===== config.mk =====
export PLATFORM = sky130hd
export DESIGN_NAME = dmps_ctrl
export DESIGN_NICKNAME = d
export VERILOG_FILES = /design/src/rtl/dmps_pkg.sv /design/src/rtl/dmps_ctrl.sv
export SDC_FILE = /design/constraint.sdc
export NUM_CORES = 1
export LEC_CHECK = 0
export BUFFER_PORTS_ARGS = -buffer_cell sky130_fd_sc_hd__buf_2
export CAP_MARGIN = 30
export CORE_AREA = 2 2 39 41
export CTS_BUF_LIST = sky130_fd_sc_hd__clkbuf_8
export DETAILED_ROUTE_END_ITERATION = 8
export DIE_AREA = 0 0 41 43
export GPL_ROUTABILITY_DRIVEN = 0
export PLACE_DENSITY = 0.62
export SLEW_MARGIN = 20
export SYNTH_ARGS = -nofsm -noshare
export SYNTH_HDL_FRONTEND = slang
export SYNTH_SLANG_ARGS = --single-unit

===== constraint.sdc =====
create_clock -name clk -period 3 [get_ports clk]
set_input_delay 0.45 -clock clk [delete_from_list [all_inputs] [get_ports clk]]
set_output_delay 0.45 -clock clk [all_outputs]
set_load 0.05 [all_outputs]

===== src/rtl/dmps_pkg.sv =====
// Shared types, constants and codes of the per-symbol directional movement unit.
package dmps_pkg;

  localparam int SYMBOLS_DEF = 256;

  localparam int SYM_W      = 8;
  localparam int PRICE_W    = 31;
  localparam int TS_W       = 64;
  localparam int LEN_W      = 32;
  localparam int KIND_W     = 2;
  localparam int CFG_IDX_W  = 2;
  localparam int CFG_DATA_W = 64;
  localparam int TDATA_W    = ((SYM_W + PRICE_W + TS_W + 7) / 8) * 8;
  localparam int PAD_W      = TDATA_W - SYM_W - PRICE_W - TS_W;

  // Restoring divider: one quotient bit per step.
  localparam int DIV_STEPS = TS_W;
  localparam int STEP_W    = $clog2(DIV_STEPS);

  // Register indexes of the configuration port.
  localparam logic [CFG_IDX_W-1:0] REG_ACTIVE       = 2'd0;
  localparam logic [CFG_IDX_W-1:0] REG_INTERVAL_LEN = 2'd1;
  localparam logic [CFG_IDX_W-1:0] REG_START_TIME   = 2'd2;

  typedef enum logic [KIND_W-1:0] {
    KIND_PASS  = 2'd0,
    KIND_MINUS = 2'd1,
    KIND_PLUS  = 2'd2
  } kind_t;

  // One row of the per-symbol table.
  typedef struct packed {
    logic [TS_W-1:0]    cur_interval;
    logic [PRICE_W-1:0] cur_high;
    logic [PRICE_W-1:0] cur_low;
    logic [PRICE_W-1:0] prev_high;
    logic [PRICE_W-1:0] prev_low;
  } entry_t;

  localparam int ENTRY_W = $bits(entry_t);

  typedef enum logic [3:0] {
    ST_CLEAR,
    ST_IDLE,
    ST_CHECK,
    ST_DIV,
    ST_READ,
    ST_UPDATE,
    ST_CALC,
    ST_MINUS,
    ST_PLUS,
    ST_PASS
  } state_t;

  typedef struct packed {
    logic load_in;
    logic div_load;
    logic div_step;
    logic mem_rd;
    logic mem_upd;
    logic dm_calc;
    logic out_pass;
    logic out_minus;
    logic out_plus;
    logic clr_step;
  } cmd_t;

  typedef struct packed {
    logic is_pass;
    logic before_start;
    logic div_done;
    logic clr_done;
    logic no_prev;
    logic out_free;
  } status_t;

endpackage


===== src/rtl/dmps_ctrl.sv =====
// Sequencer of the directional movement unit: steps one item through the datapath.
module dmps_ctrl
  import dmps_pkg::*;
(
  input  logic    clk,
  input  logic    rst,
  input  logic    s_tvalid,
  output logic    s_tready,
  input  status_t status,
  output cmd_t    cmd
);

  state_t state, state_next;

  always_ff @(posedge clk) begin
    if (rst) begin
      state <= ST_CLEAR;
    end else begin
      state <= state_next;
    end
  end

  always_comb begin
    state_next = state;
    cmd        = '0;
    s_tready   = 1'b0;
    unique case (state)
      ST_CLEAR: begin
        cmd.clr_step = 1'b1;
        if (status.clr_done) begin
          state_next = ST_IDLE;
        end
      end
      ST_IDLE: begin
        s_tready = 1'b1;
        if (s_tvalid) begin
          cmd.load_in = 1'b1;
          state_next  = ST_CHECK;
        end
      end
      ST_CHECK: begin
        priority if (status.is_pass) begin
          state_next = ST_PASS;
        end else if (status.before_start) begin
          state_next = ST_IDLE;
        end else begin
          cmd.div_load = 1'b1;
          state_next   = ST_DIV;
        end
      end
      ST_DIV: begin
        cmd.div_step = 1'b1;
        if (status.div_done) begin
          state_next = ST_READ;
        end
      end
      ST_READ: begin
        cmd.mem_rd = 1'b1;
        state_next = ST_UPDATE;
      end
      ST_UPDATE: begin
        cmd.mem_upd = 1'b1;
        state_next  = ST_CALC;
      end
      ST_CALC: begin
        cmd.dm_calc = 1'b1;
        state_next  = status.no_prev ? ST_IDLE : ST_MINUS;
      end
      ST_MINUS: begin
        if (status.out_free) begin
          cmd.out_minus = 1'b1;
          state_next    = ST_PLUS;
        end
      end
      ST_PLUS: begin
        if (status.out_free) begin
          cmd.out_plus = 1'b1;
          state_next   = ST_IDLE;
        end
      end
      ST_PASS: begin
        if (status.out_free) begin
          cmd.out_pass = 1'b1;
          state_next   = ST_IDLE;
        end
      end
      default: begin
        state_next = ST_IDLE;
      end
    endcase
  end

endmodule


After elaboration in Yosys (flattened, before gate mapping). Index checks and enable logic that the tools add are counted.

Register bits: 4. Input port bits: 9. Output and inout bits: 11. Word-level logic and storage cells: 42.

Eq/ne operators: 14. Muxes and demuxes: 24. Reduce and logical (&&, ||, !) cells: 3.

Operators by type and width (count): 4-bit one-hot mux with 9 select lines (1); 4-bit 2-to-1 mux (6); 4-bit by 3-bit equality test with 1-bit output, second input constant (4); 1-bit 2-to-1 mux (15); 4-bit by 2-bit equality test with 1-bit output, second input constant (2); 4-bit equality test, second input constant (2); 2-bit != test, second input constant (4); 5-bit AND reduction (1); 4-bit by 1-bit equality test with 1-bit output, second input constant (1); 4-bit zero test (1); 3-bit 2-to-1 mux (1); 2-bit 2-to-1 mux (1); 2-bit by 1-bit != test with 1-bit output, second input constant (1); 2-bit OR reduction (1).

Longest topological paths before layout.
Word-level depth: 4. Mapped depth: 5. Mapped depth without buffers: 4.

Worst setup path before layout. Ideal clock, no wire load.

Kind: register to output. Start: register state[0]. End: output port cmd[0] in the netlist's numbering. Arrival: 1.752 ns. Data required time: 2.550 ns. Setup slack: 0.798 ns. Stages on the path, launching flop included: 4. Buffers on the path: 1. Path through: dfxtp_1 buf_2 or2_4 nor3_1.

RTL lines: start, declared (line dmps_ctrl.sv:13) `state_t state, state_next;`; start signal, assigned (line dmps_ctrl.sv:19) `state <= state_next;`; end, declared (line dmps_ctrl.sv:10) `output cmd_t cmd`.

==> qor.csv <==
metric,value,unit
Root Buffer,clkbuf_8,
Final Core Density,37.9,%
Synth Area in Adders,0,%
fillcell total,145,
DRT iter0 DRCs,3,
Skew-Pair Late Insertion Delay,0.22,ns
reg2reg path depth,4,
main combinational cell family by area after synthesis,simple AND/OR/NAND/NOR gates,
Lkg Pwr,0.000243,µW
pwr dens,1040,mW/mm²
most common cell in the netlist,nor2_1,
"Reg clk slew, reported paths",0.03,ns
Seq cells post-synth,4,
syn nets,62,
Num CTS Buffers,3,
Setup-failing EPs final,0,
Netlist cell types,26,
Tot Pwr,547,µW
Slowest cell on crit path,dfxtp_1,
worst r2r src,state[1],
XOR/XNOR Fraction of Synth Area,0,%
max-cap violation count,0,
NetSw,284,µW
FF-to-FF End,state[1],
Die ar.,0.00176,mm²
"Cell Area, Synth",389,µm²
layout cell share with drive strength beyond 1,34.7,%
DR WL/cell,11.5,µm
RSZ-0062 raised after global routing,no,
synthesized instance count,53,
Setup crit start,state[1],
Power Internal,263,µW
cell chain of the critical path,"or2b_1, nor4_4, buf_2",
Synth Area in Compound Gates,21.9,%
vias in the first global route,355,
clock share of power,20.8,%
pin count of the biggest net entering global routing,14,
crit-path max cell delay,0.52,ns
CP arrival,1.56,ns
PostCTS Resize Cnt,0,
Layout area overhead,34.7,%
R2R Setup Slk,1.38,ns
final hold vios,0,
overall die width,41,µm
Tot GR Track Use,13.0,%
Net Sw Frac,51.8,%
drt total wl,1010,µm
Slew @ Worst Pin,0.394,ns
DRC violations left,0,
Fin Setup TNS,0,ns
Yosys Warn Count,0,
Synth async-reset ratio,0,%
port bufs,19,
Top reg by flops,state,
Layout Skew,0.00345,ns
Post-synth EDFFs,0,
Sink Count,4,
Hold Path Class,input port to flop,
core area,0.00138,mm²
H-tree lvl count,1,
multiplexer share of the synthesized area,2.57,%
Via Count,449,
DR pass1 iterations,4,
sequential area share after synthesis,20.6,%
Post-synth top flop,dfxtp_1,
fin worst setup slack,0.994,ns
I/O pin total,20,
status,completed,
Via density,5.10,
Slew Limit Fails,0,
Initial Util,28.1,%
clk buf depth,2,
"top cells by count, synth","nor2_1, dfxtp_1, inv_1, nor3_1, nand2b_1",
Nets,83,
Synth top area share,20.6,%
Comb power frac,58.1,%
CTS tree,built,
CP endpoint,cmd[8],
antenna fix cells,0,
kind of critical path,flop to output port,
VDD IR max,0.456,mV
fmax,0.499,GHz
remaining antenna violation count,0,
global-route wire length before repair,1480,µm
Post-CTS Setup Bufs,0,
number of hold buffers added after cts,0,
sequential share of power,21.1,%
slew margin rel.,73.5,%
area of the multi-input gates,273,µm²
Die Y,43,µm
biggest regs,state: 4 flops,
"Avg Cell Area, Syn",7.34,µm²
Simple-Gate Fraction of Synth Area,45.7,%
Worst setup EP type,output port,
max reg flops,4,
Final period util,66.9,%
initial antenna violation count,0,
cell accounting for the most synthesized area,dfxtp_1,
minimum clock period after layout,2.01,ns
Worst EP required,2.55,ns
GR Overflow Total,0,
DP HPWL,734,µm
Row Count,14,
Worst setup SP type,flop,
worst slack at placement,1.22,ns
largest cells by area after synthesis,"dfxtp_1, nor2_1, nor4_4",
highest net fanout along the worst path,13,
Sequential Area,80.1,µm²
==> worst min path at each step <==
stage                     startpoint  endpoint  slack (ns)  cells after the start
after global routing             rst  state[3]        0.45                      2
final                            rst  state[1]        0.44                      2
after CTS                        rst  state[1]        0.43                      2
after detailed placement    state[0]  state[0]        0.64                      2
after global placement      state[3]  state[3]        0.64                      2
after floorplan                  rst  state[0]        0.52                      1
==> cells by family (layout without fill, tap and decap cells) <==
group,after synthesis,in the layout
simple gates,30,30
compound gates,11,11
buf+inv,7,26
flops,4,4
mux,1,1
==> layout make-up <==
class                   count  share of cell area, %
flip-flops and latches      4                   15.3
inverters                   4                   2.86
repair buffers             19                   18.1
multi-input cells          42                   52.0
well taps                  16                   3.82
clock buffers               3                   7.88
==> placed cells by master (no fill, tap or decap), drive strengths merged <==
cell / Yosys / routed
nor3: 4 / 4
or4bb: 1 / 1
dfxtp: 4 / 4
nor2: 10 / 10
a211oi: 2 / 2
a2111oi: 1 / 1
or2b: 1 / 1
o21ai: 2 / 2
nand2b: 3 / 3
mux2i: 1 / 1
nor4: 2 / 2
nand3: 1 / 1
nor3b: 2 / 2
nand2: 2 / 2
nor2b: 1 / 1
a21oi: 2 / 2
a2bb2oi: 1 / 1
or2: 1 / 1
o2bb2ai: 1 / 1
clkbuf: 0 / 3
buf: 3 / 19
a211o: 1 / 1
a311oi: 1 / 1
inv: 4 / 4
and3: 2 / 2
==> through the flow <==
step | instances | instance area, µm² | hold WS, ns
after floorplan | 53 | 389 | 0.522
after global placement | 85 | 483 | 0.638
after detailed placement | 85 | 483 | 0.642
after CTS | 88 | 524 | 0.433
after global routing | 88 | 524 | 0.446
final | 88 | 524 | 0.438
==> per-layer routing <==
metal / wire, µm / track usage [%]
met1: 470 / 16.4
met2: 441 / 16.9
met3: 65 / 6.28
met5: 0 / 0
met4: 31 / 8.00
==> critical path, delay by kind of cell, from the launching register on <==
kind,cells,cell delay [ns]
flops,1,0.52
simple gates,2,0.50
buf+inv,1,0.31
==> power by group through the flow <==
stage	combinational (µW)	sequential [µW]	clock [µW]
3_5_place_dp	314	114	0
5_1_grt	339	120	119
4_1_cts	316	115	116
3_3_place_gp	318	113	0
6_report	318	115	114
2_1_floorplan	299	82.3	0
No activity file was read; power rests on OpenSTA's default activity.
